===== config.mk =====
export PLATFORM = sky130hd
export DESIGN_NAME = lcg_random_with_range_unit
export DESIGN_NICKNAME = d
export VERILOG_FILES = /design/src/lrr_pkg.sv /design/src/lcg_random_with_range_unit.sv /design/src/lrr_ctrl.sv /design/src/lrr_datapath.sv
export SDC_FILE = /design/constraint.sdc
export NUM_CORES = 1
export LEC_CHECK = 0
export ABC_CLOCK_PERIOD_IN_PS = 6300
export BUFFER_PORTS_ARGS = -buffer_cell sky130_fd_sc_hd__buf_2
export CAP_MARGIN = 20
export CORE_ASPECT_RATIO = 0.5
export CORE_UTILIZATION = 50
export DETAILED_ROUTE_END_ITERATION = 7
export PLACE_DENSITY = 0.8
export SKIP_LAST_GASP = 1
export SYNTH_ARGS = -nofsm -noshare
export SYNTH_HDL_FRONTEND = slang
export SYNTH_SLANG_ARGS = --single-unit
export TNS_END_PERCENT = 5

===== constraint.sdc =====
create_clock -name clk_i -period 6.3 [get_ports clk_i]
set_input_delay 1.575 -clock clk_i [delete_from_list [all_inputs] [get_ports clk_i]]
set_output_delay 1.575 -clock clk_i [all_outputs]
set_load 0.05 [all_outputs]

===== src/lrr_pkg.sv =====
// Shared types and constants for the LCG random unit with range output.
// Used by lrr_ctrl, lrr_datapath, lcg_random_with_range_unit and lrr_checker.
`default_nettype none

package lrr_pkg;

  // Generator constants
  localparam logic [31:0] LCG_MUL = 32'd8453629;
  localparam logic [31:0] LCG_ADD = 32'd2395493;

  // Fraction output width (numerator over 2^FRACTION_BITS)
  localparam int unsigned FRACTION_BITS = 14;
  localparam logic [31:0] FRAC_MASK = 32'((64'd1 << FRACTION_BITS) - 64'd1);

  // Remainder unit: one quotient bit per cycle over the 32-bit word
  localparam int unsigned DIV_STEPS = 32;
  localparam int unsigned CNT_W     = $clog2(DIV_STEPS);
  localparam logic [CNT_W-1:0] CNT_LAST = CNT_W'(DIV_STEPS - 1);

  // Request selector codes
  localparam logic [1:0] REQ_RAW     = 2'd0;
  localparam logic [1:0] REQ_FRAC    = 2'd1;
  localparam logic [1:0] REQ_RANGE   = 2'd2;
  localparam logic [1:0] REQ_RAW_ALT = 2'd3;

  // Configuration space
  localparam int unsigned PADDR_W = 3;
  localparam logic        REG_SEED = 1'b0;  // register index, taken from paddr[2]

  typedef struct packed {
    logic [1:0]          req_type;
    logic signed [31:0]  range_low;
    logic signed [31:0]  range_high;
  } req_t;

  typedef struct packed {
    logic signed [32:0]  value;
    logic                bad_range;
  } rsp_t;

  // Controller to datapath commands
  typedef struct packed {
    logic capture;   // latch the request
    logic decode;    // register the span
    logic step;      // advance the generator, arm the remainder unit
    logic div_step;  // one remainder iteration
    logic out_load;  // result goes to the output register
  } ctrl_cmd_t;

  // Datapath to controller status
  typedef struct packed {
    logic skip_adv;  // range request that leaves the state alone
    logic need_div;  // range request with a span below 2^32
    logic div_last;  // final remainder iteration
  } dp_status_t;

  typedef enum logic [4:0] {
    S_IDLE   = 5'b00001,
    S_DECODE = 5'b00010,
    S_STEP   = 5'b00100,
    S_DIV    = 5'b01000,
    S_DONE   = 5'b10000
  } state_e;

endpackage

`default_nettype wire


===== src/lcg_random_with_range_unit.sv =====
// LCG random unit with raw, fraction and signed-range requests: top level.
// Instantiates lrr_ctrl and lrr_datapath; uses lrr_pkg.
//
// Each request gives one result. Raw and fraction requests and full-span
// ranges pass through decode, generator step and done; single-value and
// reversed ranges go from decode straight to done; a range request with a span
// below 2^32 adds the remainder iterations after the step, where the restoring
// remainder unit in lrr_datapath retires one bit per cycle over the 32-bit
// generator word. The sequencer returns to idle on the same edge that moves
// the result into the output register, and only takes a new request in idle.
// While a result waits on out_stall_i, one further request is taken and worked
// on; the one after it is held off until the output register frees up.
// Writing the seed register (byte address 0) loads the generator state at
// once; reads return the last value written.
`default_nettype none

module lcg_random_with_range_unit (
  input  wire logic                          clk_i,
  input  wire logic                          rst_ni,
  // Request channel
  input  wire logic                          in_valid_i,
  output logic                               in_stall_o,
  input  wire lrr_pkg::req_t                 in_req_i,
  // Result channel
  output logic                               out_valid_o,
  input  wire logic                          out_stall_i,
  output lrr_pkg::rsp_t                      out_rsp_o,
  // Configuration port
  input  wire logic                          psel,
  input  wire logic                          penable,
  input  wire logic                          pwrite,
  input  wire logic [lrr_pkg::PADDR_W-1:0]   paddr,
  input  wire logic [31:0]                   pwdata,
  output logic [31:0]                        prdata,
  output logic                               pready
);

  lrr_pkg::ctrl_cmd_t  cmd;
  lrr_pkg::dp_status_t status;
  lrr_pkg::rsp_t       rsp;

  logic        seed_wr;
  logic [31:0] seed_cfg_q;
  logic        out_valid_q;
  logic        out_free;
  lrr_pkg::rsp_t out_rsp_q;

  // Configuration: single seed register, zero-wait access
  assign pready  = 1'b1;
  assign seed_wr = psel && penable && pwrite && (paddr[2] == lrr_pkg::REG_SEED);

  always_ff @(posedge clk_i or negedge rst_ni) begin
    if (!rst_ni) begin
      seed_cfg_q <= '0;
    end else if (seed_wr) begin
      seed_cfg_q <= pwdata;
    end
  end

  assign prdata = (paddr[2] == lrr_pkg::REG_SEED) ? seed_cfg_q : '0;

  // Output register is free when empty or when its result leaves this cycle
  assign out_free = !out_valid_q || !out_stall_i;

  lrr_ctrl u_ctrl (
    .clk_i      (clk_i),
    .rst_ni     (rst_ni),
    .in_valid_i (in_valid_i),
    .in_stall_o (in_stall_o),
    .out_free_i (out_free),
    .status_i   (status),
    .cmd_o      (cmd)
  );

  lrr_datapath u_dp (
    .clk_i       (clk_i),
    .rst_ni      (rst_ni),
    .cmd_i       (cmd),
    .req_i       (in_req_i),
    .seed_load_i (seed_wr),
    .seed_data_i (pwdata),
    .status_o    (status),
    .rsp_o       (rsp)
  );

  // Result register: load a finished result, drop valid once taken
  always_ff @(posedge clk_i or negedge rst_ni) begin
    if (!rst_ni) begin
      out_valid_q <= 1'b0;
    end else if (cmd.out_load) begin
      out_valid_q <= 1'b1;
    end else if (!out_stall_i) begin
      out_valid_q <= 1'b0;
    end
  end

  always_ff @(posedge clk_i) begin
    if (cmd.out_load) begin
      out_rsp_q <= rsp;
    end
  end

  assign out_valid_o = out_valid_q;
  assign out_rsp_o   = out_rsp_q;

endmodule

`default_nettype wire


===== src/lrr_ctrl.sv =====
// Sequencer for the LCG random unit: walks one request through decode,
// generator step, remainder iterations and result hand-off. Uses lrr_pkg.
`default_nettype none

module lrr_ctrl (
  input  wire logic               clk_i,
  input  wire logic               rst_ni,
  input  wire logic               in_valid_i,
  output logic                    in_stall_o,
  input  wire logic               out_free_i,
  input  wire lrr_pkg::dp_status_t status_i,
  output lrr_pkg::ctrl_cmd_t      cmd_o
);

  lrr_pkg::state_e state_q, state_d;

  always_ff @(posedge clk_i or negedge rst_ni) begin
    if (!rst_ni) begin
      state_q <= lrr_pkg::S_IDLE;
    end else begin
      state_q <= state_d;
    end
  end

  always_comb begin
    state_d = state_q;
    cmd_o   = '0;
    unique case (state_q)
      lrr_pkg::S_IDLE: begin
        if (in_valid_i) begin
          cmd_o.capture = 1'b1;
          state_d       = lrr_pkg::S_DECODE;
        end
      end
      lrr_pkg::S_DECODE: begin
        cmd_o.decode = 1'b1;
        state_d      = status_i.skip_adv ? lrr_pkg::S_DONE : lrr_pkg::S_STEP;
      end
      lrr_pkg::S_STEP: begin
        cmd_o.step = 1'b1;
        state_d    = status_i.need_div ? lrr_pkg::S_DIV : lrr_pkg::S_DONE;
      end
      lrr_pkg::S_DIV: begin
        cmd_o.div_step = 1'b1;
        if (status_i.div_last) begin
          state_d = lrr_pkg::S_DONE;
        end
      end
      lrr_pkg::S_DONE: begin
        if (out_free_i) begin
          cmd_o.out_load = 1'b1;
          state_d        = lrr_pkg::S_IDLE;
        end
      end
      default: begin
        state_d = lrr_pkg::S_IDLE;
      end
    endcase
  end

  assign in_stall_o = (state_q != lrr_pkg::S_IDLE);

endmodule

`default_nettype wire


===== src/lrr_datapath.sv =====
// Datapath of the LCG random unit: generator state, request latch,
// restoring remainder unit and result select. Uses lrr_pkg.
`default_nettype none

module lrr_datapath (
  input  wire logic                clk_i,
  input  wire logic                rst_ni,
  input  wire lrr_pkg::ctrl_cmd_t  cmd_i,
  input  wire lrr_pkg::req_t       req_i,
  input  wire logic                seed_load_i,
  input  wire logic [31:0]         seed_data_i,
  output lrr_pkg::dp_status_t      status_o,
  output lrr_pkg::rsp_t            rsp_o
);

  logic [31:0]              seed_q, seed_d;
  lrr_pkg::req_t            req_q;
  logic [32:0]              span_q;
  logic [31:0]              word_q;   // dividend, shifted out MSB first
  logic [31:0]              rem_q;
  logic [lrr_pkg::CNT_W-1:0] cnt_q;

  logic        is_range, is_bad, is_eq, is_full;
  logic [32:0] diff, trial;
  logic [31:0] rem_d;
  logic [32:0] range_sum;

  // Generator update, low 32 bits only
  assign seed_d = seed_q * lrr_pkg::LCG_MUL + lrr_pkg::LCG_ADD;

  always_ff @(posedge clk_i or negedge rst_ni) begin
    if (!rst_ni) begin
      seed_q <= '0;
    end else if (seed_load_i) begin
      seed_q <= seed_data_i;
    end else if (cmd_i.step) begin
      seed_q <= seed_d;
    end
  end

  assign is_range = (req_q.req_type == lrr_pkg::REQ_RANGE);
  assign is_bad   = (req_q.range_high < req_q.range_low);
  assign is_eq    = (req_q.range_high == req_q.range_low);
  assign is_full  = (req_q.range_low == 32'sh8000_0000) &&
                    (req_q.range_high == 32'sh7FFF_FFFF);

  assign diff = {req_q.range_high[31], req_q.range_high} -
                {req_q.range_low[31], req_q.range_low};

  // Restoring step: remainder stays below span, so the trial fits 33 bits
  assign trial = {rem_q, word_q[31]};
  assign rem_d = (trial >= span_q) ? 32'(trial - span_q) : trial[31:0];

  always_ff @(posedge clk_i) begin
    if (cmd_i.capture) begin
      req_q <= req_i;
    end
    if (cmd_i.decode) begin
      span_q <= diff + 33'd1;
    end
    if (cmd_i.step) begin
      word_q <= seed_d;
      rem_q  <= '0;
      cnt_q  <= '0;
    end else if (cmd_i.div_step) begin
      word_q <= {word_q[30:0], 1'b0};
      rem_q  <= rem_d;
      cnt_q  <= cnt_q + 1'b1;
    end
  end

  assign status_o.skip_adv = is_range && (is_bad || is_eq);
  assign status_o.need_div = is_range && !is_full;
  assign status_o.div_last = (cnt_q == lrr_pkg::CNT_LAST);

  assign range_sum = {req_q.range_low[31], req_q.range_low} + {1'b0, rem_q};

  always_comb begin
    rsp_o.bad_range = 1'b0;
    unique case (req_q.req_type)
      lrr_pkg::REQ_FRAC: begin
        rsp_o.value = {1'b0, seed_q & lrr_pkg::FRAC_MASK};
      end
      lrr_pkg::REQ_RANGE: begin
        if (is_bad) begin
          rsp_o.value     = '0;
          rsp_o.bad_range = 1'b1;
        end else if (is_eq) begin
          rsp_o.value = {req_q.range_low[31], req_q.range_low};
        end else if (is_full) begin
          rsp_o.value = {1'b0, seed_q};
        end else begin
          rsp_o.value = range_sum;
        end
      end
      lrr_pkg::REQ_RAW, lrr_pkg::REQ_RAW_ALT: begin
        rsp_o.value = {1'b0, seed_q};
      end
      default: begin
        rsp_o.value = {1'b0, seed_q};
      end
    endcase
  end

endmodule

`default_nettype wire


[Word-level counts from Yosys, hierarchy flattened]
Index checks and enable logic that the tools add are counted.
Storage, ports and cells
  register bits after elaboration: 272
  output and inout bits: 69
Cells by class
  add/sub/neg operators: 6
  $mul: 1
  $lt $le $gt $ge: 2
  eq/ne operators: 17
  muxes and demuxes: 26
  bitwise gates (word level): 1
  reduce and logical (&&, ||, !) cells: 16
Operator list (count)
  $mux W32: 6
  $mux W33: 3
  $pmux W33 S3: 1
  $eq A32 B32 Y1 const B: 2
  $add A33 B1 Y33 const B: 1
  $add A33 B32 Y33: 1
  $ge A33 B33 Y1: 1
  $sub A32 B32 Y33: 1
  $add A32 B22 Y32 const B: 1
  $eq A32 B32 Y1: 1
  $lt A32 B32 Y1: 1
  $mul A32 B24 Y32 const B: 1
  $sub A32 B32 Y32: 1
  $mux W5: 5
  $pmux W5 S5: 1
  $eq A5 B5 Y1 const B: 2
  $mux W1: 10
  $logic_and A1 B1 Y1: 6
  $ne A2 B2 Y1 const B: 3
  $add A5 B1 Y5 const B: 1
  $eq A5 B1 Y1 const B: 1
  $eq A5 B2 Y1 const B: 1
  $eq A5 B3 Y1 const B: 1
  $eq A5 B4 Y1 const B: 1
  11 further kinds: 16

[Longest topological paths before layout]
  depth after elaboration: 6
  gate-level depth with buffers: 25
  gate-level depth less buffers: 25

[By module]
A second synthesis with hierarchy kept.
Second synthesis, totals
  cell total of the unflattened synthesis: 2677
  area, all modules: 26611.8 µm²
Modules (own cells, without submodules)
  lrr_datapath: instances 1, cells each 2497, area each 23666.4 µm², seq. area each 5475.3 µm²
  lcg_random_with_range_unit: instances 1, cells each 143, area each 2610.0 µm², seq. area each 1846.8 µm²
  lrr_ctrl: instances 1, cells each 37, area each 335.3 µm², seq. area each 126.4 µm²

[Worst setup path before layout]
Ideal clock, no wire load.
  path kind: reg-to-reg
  start point: register u_dp.seed_q[8]
  end point: register u_dp.word_q[25], data pin
  setup time: 0.169 ns
  arrival time: 6.521 ns
  required time: 6.131 ns
  setup slack: -0.390 ns
  stages on the path, launching flop included: 24
  path buffers: 0
  period minus slack after synthesis: 6.690 ns
  cells stage by stage: dfrtp_1 > inv_1 > fa_1 > inv_1 > fa_1 > inv_1 > fa_1 > fa_1 > fa_1 > inv_1 > fa_1 > inv_1 > fa_1 > inv_1 > ha_1 > a21o_1 > a21oi_1 > o21bai_1 > a2111oi_0 > nor2_1 > o21a_1 > o21ai_0 > mux2_2 > o31ai_1
Between the ends
  longest elaborated chain between the ends: 3
RTL lines
  start, declared: RTL line lrr_datapath.sv:16  | logic [31:0] seed_q, seed_d;
  start signal, assigned: RTL line lrr_datapath.sv:35  | seed_q <= seed_data_i;
  $mul A32 B24 Y32: RTL line lrr_datapath.sv:29  | assign seed_d = seed_q * lrr_pkg::LCG_MUL + lrr_pkg::LCG_ADD;
  $add A32 B22 Y32: RTL line lrr_datapath.sv:29
  $mux W32: RTL line lrr_datapath.sv:61  | if (cmd_i.step) begin
  end signal, assigned: RTL line lrr_datapath.sv:66  | word_q <= {word_q[30:0], 1'b0};
  end, declared: RTL line lrr_datapath.sv:19  | logic [31:0] word_q;
Every way passes these cells.
A chain may end at the register's enable or synchronous reset.

[Worst setup path in the final report]
  start point: register u_dp.seed_q[18]
  end point: register u_dp.seed_q[30]
Between the ends
  longest elaborated chain between the ends: 4
RTL lines
  $mul A32 B24 Y32: RTL line lrr_datapath.sv:29
  $add A32 B22 Y32: RTL line lrr_datapath.sv:29
  $mux W32: RTL line lrr_datapath.sv:36  | end else if (cmd_i.step) begin
  $mux W32: RTL line lrr_datapath.sv:34  | end else if (seed_load_i) begin
Every way passes these cells. The select of a mux whose other input is x is not followed.

==> impl_metrics.csv <==
group,metric,value,unit
run_status,status,"finished with violations",
run_status,violations,"negative setup slack",
grt,grt_usage,26.3,%
critical_path,critPathCapture,"u_dp.seed_q[30]$_DFFE_PN0P_",
synthesis,syn-cell-area,26400,um2
die,die_h,165,um
critical_path,timing.rr.start,"u_dp.seed_q[18]$_DFFE_PN0P_",
critical_path,critPathRequiredTime,6.77,ns
synthesis,syn_inst,2777,
clock_tree,cts_buffer_depth,3,
clock_tree,cts.sinks,272,
grt,grt_pass1_wl,111,mm
drt,drc,0,
drt,routed_wirelength,70.9,mm
timing,worst_slack,-0.241,ns
synthesis,synthFlopType,"edfxtp_1",
drt,routed-wl-met3,4.44,mm
die,start_util,50.8,%
die,die-area,53800,um2
place,dpl_cell_area,29400,um2
timing,fin_crit_sh,104,%
critical_path,worstRegToRegCells,23,
min_path,hold_class,"reg -> reg",
critical_path,worstSetupPathType,"reg -> reg",
critical_path,worstSetupStartpoint,"u_dp.seed_q[18]$_DFFE_PN0P_",
timing,drv_slew,0,
clock_tree,htree_levels,1,
drt,first_pass_iters,6,
grt,antenna_found_initial,0,
synthesis,ys_seq_area_share,28.2,%
finish,final_common_cell,"inv_1",
synthesis,async_flop_share,25.7,%
clock_tree,ctsHoldBuffers,0,
synthesis,yosysWarningCount,0,
clock_tree,root_buffer,"clkbuf_16",
timing,finalHoldViolations,0,
critical_path,crit_path_end_kind,"register",
finish,area_growth_syn_to_layout,16.1,%
drt,top_layer,"met4",
timing,rsz0062_at_grt,"yes",
clock_tree,cts_tree,"built",
drt,wl_per_cell,18.5,um
critical_path,regToRegSetupSlack,-0.24,ns
timing,finalSetupTns,-3.38,ns
timing,fin_crit,6.54,ns
finish,final_area,30700,um2
finish,nNetsFinal,3758,
grt,grt_start_max_net_pins,71,
place,place.gp.congestion,0.968,
synthesis,synth_seq_cells,272,
timing,setup_viol,28,
die,die_x,327,um
drt,num_vias,21100,
finish,layout_common_cells,"inv_1 (514), nand2_1 (287), ha_1 (284), fa_1 (226), buf_4 (198)",
drt,vias_per_cell,5.50,
grt,gr-total-overflow,0,
critical_path,r2r-end,"u_dp.seed_q[30]$_DFFE_PN0P_",
critical_path,crit_fanout,4,
drt,wl_met2,33.5,mm
place,hpwl,57.6,mm
timing,tightest_slew,1.07,ns
drt,wl_met1,30.6,mm
drt,drt-initial-drc-count,1679,
finish,drive_gt1_share,16.9,%
timing,clock.fmax,153,MHz
run,maxCapViolations,0,
synthesis,syn_area_per_cell,9.51,um2
critical_path,worstPathArrival,7.01,ns
synthesis,synth.distinct_cells,93,
drt,ant_nets,0,
place,io_buffer_count,173,
clock_tree,cts.reportedPaths.clkPinSlew,0.07,ns
finish,nFillCells,4319,
place,dp_cells,3768,
place,pre_cts_slack,-0.323,ns
clock_tree,clk_latency,0.57,ns
die,core_area,52000,um2
finish,fin_cells,3840,
timing,fin_skew,0.0208,ns
synthesis,synth_edf_count,165,
synthesis,synth_fp_nets,3417,
die,num_rows,59,
clock_tree,cts_inserted_buffers,27,
die,ioPinCount,177,
finish,antennaDiodeCount,0,
timing,relSlewSlack,28.4,%
critical_path,crit_path_start_kind,"register",
grt,grt_pass1_vias,20900,
[sequential cells by signal, summed over array words and instances, names as in the netlist]
name and flops:
out_rsp_o 34, out_valid_o 1, seed_cfg_q 32, u_ctrl.state_q 5, u_dp.cnt_q 5, u_dp.rem_q 32, u_dp.req_q 66, u_dp.seed_q 32
u_dp.span_q 33, u_dp.word_q 32
[what timing repair did]
item	CTS	global route
endpoints found under the setup margin	30	34
gates resized for setup	57	4
buffers inserted	20	0
pin swaps	43	0
[stage by stage]
step / utilization (%) / hold slack [ns]
CTS: 58.8 / 0.472
global route: 58.9 / 0.491
global placement: 56.4 / 0.451
detailed placement: 56.4 / 0.454
floorplan: - / 0.438
finish: 58.9 / 0.470
[per-layer routing]
metal,track usage (%),vias up
met5,0,-
met4,7.88,0
met3,4.06,163
met2,44.6,676
met1,34.9,10300
li1,-,10000
[worst max-delay path, stage by stage, from the launching register on]
cell	delay, ns
dfrtp_2	0.45
buf_6	0.14
fa_1	0.51
inv_2	0.05
fa_1	0.50
fa_2	0.60
fa_1	0.42
inv_1	0.08
fa_2	0.45
fa_1	0.61
inv_1	0.09
fa_1	0.54
inv_1	0.05
ha_2	0.18
and2_1	0.16
or3_4	0.34
a211oi_2	0.19
nor2_2	0.08
o41ai_2	0.32
buf_4	0.19
nand2b_4	0.12
a21oi_2	0.06
buf_4	0.14
a31oi_1	0.17
[logic make-up (layout without fill, tap and decap cells)]
family	after synthesis	count (layout)	share of synthesized area (%)
and+or+nand+nor	654	654	11.7
buffers and inverters	582	944	8.34
AOI/OAI and AO/OA	563	563	13.8
adders and majority gates	532	532	32.0
DFF	272	272	28.2
xor gates and xnor gates	133	133	4.41
muxes	40	40	1.53
other	1	1	0.0142
[cells in the mapped netlist (all sizes together), types with 25 or more instances]
library cell / count / share of area [%]
nand4: 33 / 0.78
nand2: 288 / 4.1
nor2: 117 / 1.7
nor3: 36 / 0.68
nand3: 25 / 0.47
a21oi: 128 / 2.5
nor2b: 46 / 1.1
ha: 293 / 14
edfxtp: 165 / 19
inv: 518 / 7.4
dfrtp: 69 / 6.5
clkbuf: 52 / 0.74
dfxtp: 37 / 2.8
o21bai: 25 / 0.71
o21a: 31 / 0.88
fa: 239 / 18
xnor2: 87 / 2.9
o21ai: 162 / 3.1
xor2: 46 / 1.5
mux2i: 36 / 1.4
a21o: 53 / 1.5
[layout make-up]
| type | count | area, um2 | share of cell area [%] |
|---|---|---|---|
| Clock inverter | 13 | 130 | 0.424 |
| Tap cell | 701 | 877 | 2.86 |
| Timing Repair Buffer | 376 | 2420 | 7.91 |
| Inverter | 518 | 1940 | 6.34 |
| Sequential cell | 272 | 7470 | 24.3 |
| Multi-Input combinational cell | 1923 | 17100 | 55.7 |
| Clock buffer | 37 | 754 | 2.46 |
[worst min path at each step]
stage / slack, ns / start / endpoint / cells past startpoint
2_1_floorplan: 0.44 / seed_cfg_q[11]$_DFFE_PN0P_ / seed_cfg_q[11]$_DFFE_PN0P_ / 2
5_1_grt: 0.49 / seed_cfg_q[27]$_DFFE_PN0P_ / seed_cfg_q[27]$_DFFE_PN0P_ / 2
6_report: 0.47 / seed_cfg_q[4]$_DFFE_PN0P_ / seed_cfg_q[4]$_DFFE_PN0P_ / 2
3_3_place_gp: 0.45 / seed_cfg_q[25]$_DFFE_PN0P_ / seed_cfg_q[25]$_DFFE_PN0P_ / 2
4_1_cts: 0.47 / seed_cfg_q[26]$_DFFE_PN0P_ / seed_cfg_q[26]$_DFFE_PN0P_ / 2
3_5_place_dp: 0.45 / seed_cfg_q[16]$_DFFE_PN0P_ / seed_cfg_q[16]$_DFFE_PN0P_ / 2
Power is left out: the tool's default activity adds up to more than one toggle a clock period on the data nets, which glitch-free logic cannot reach.
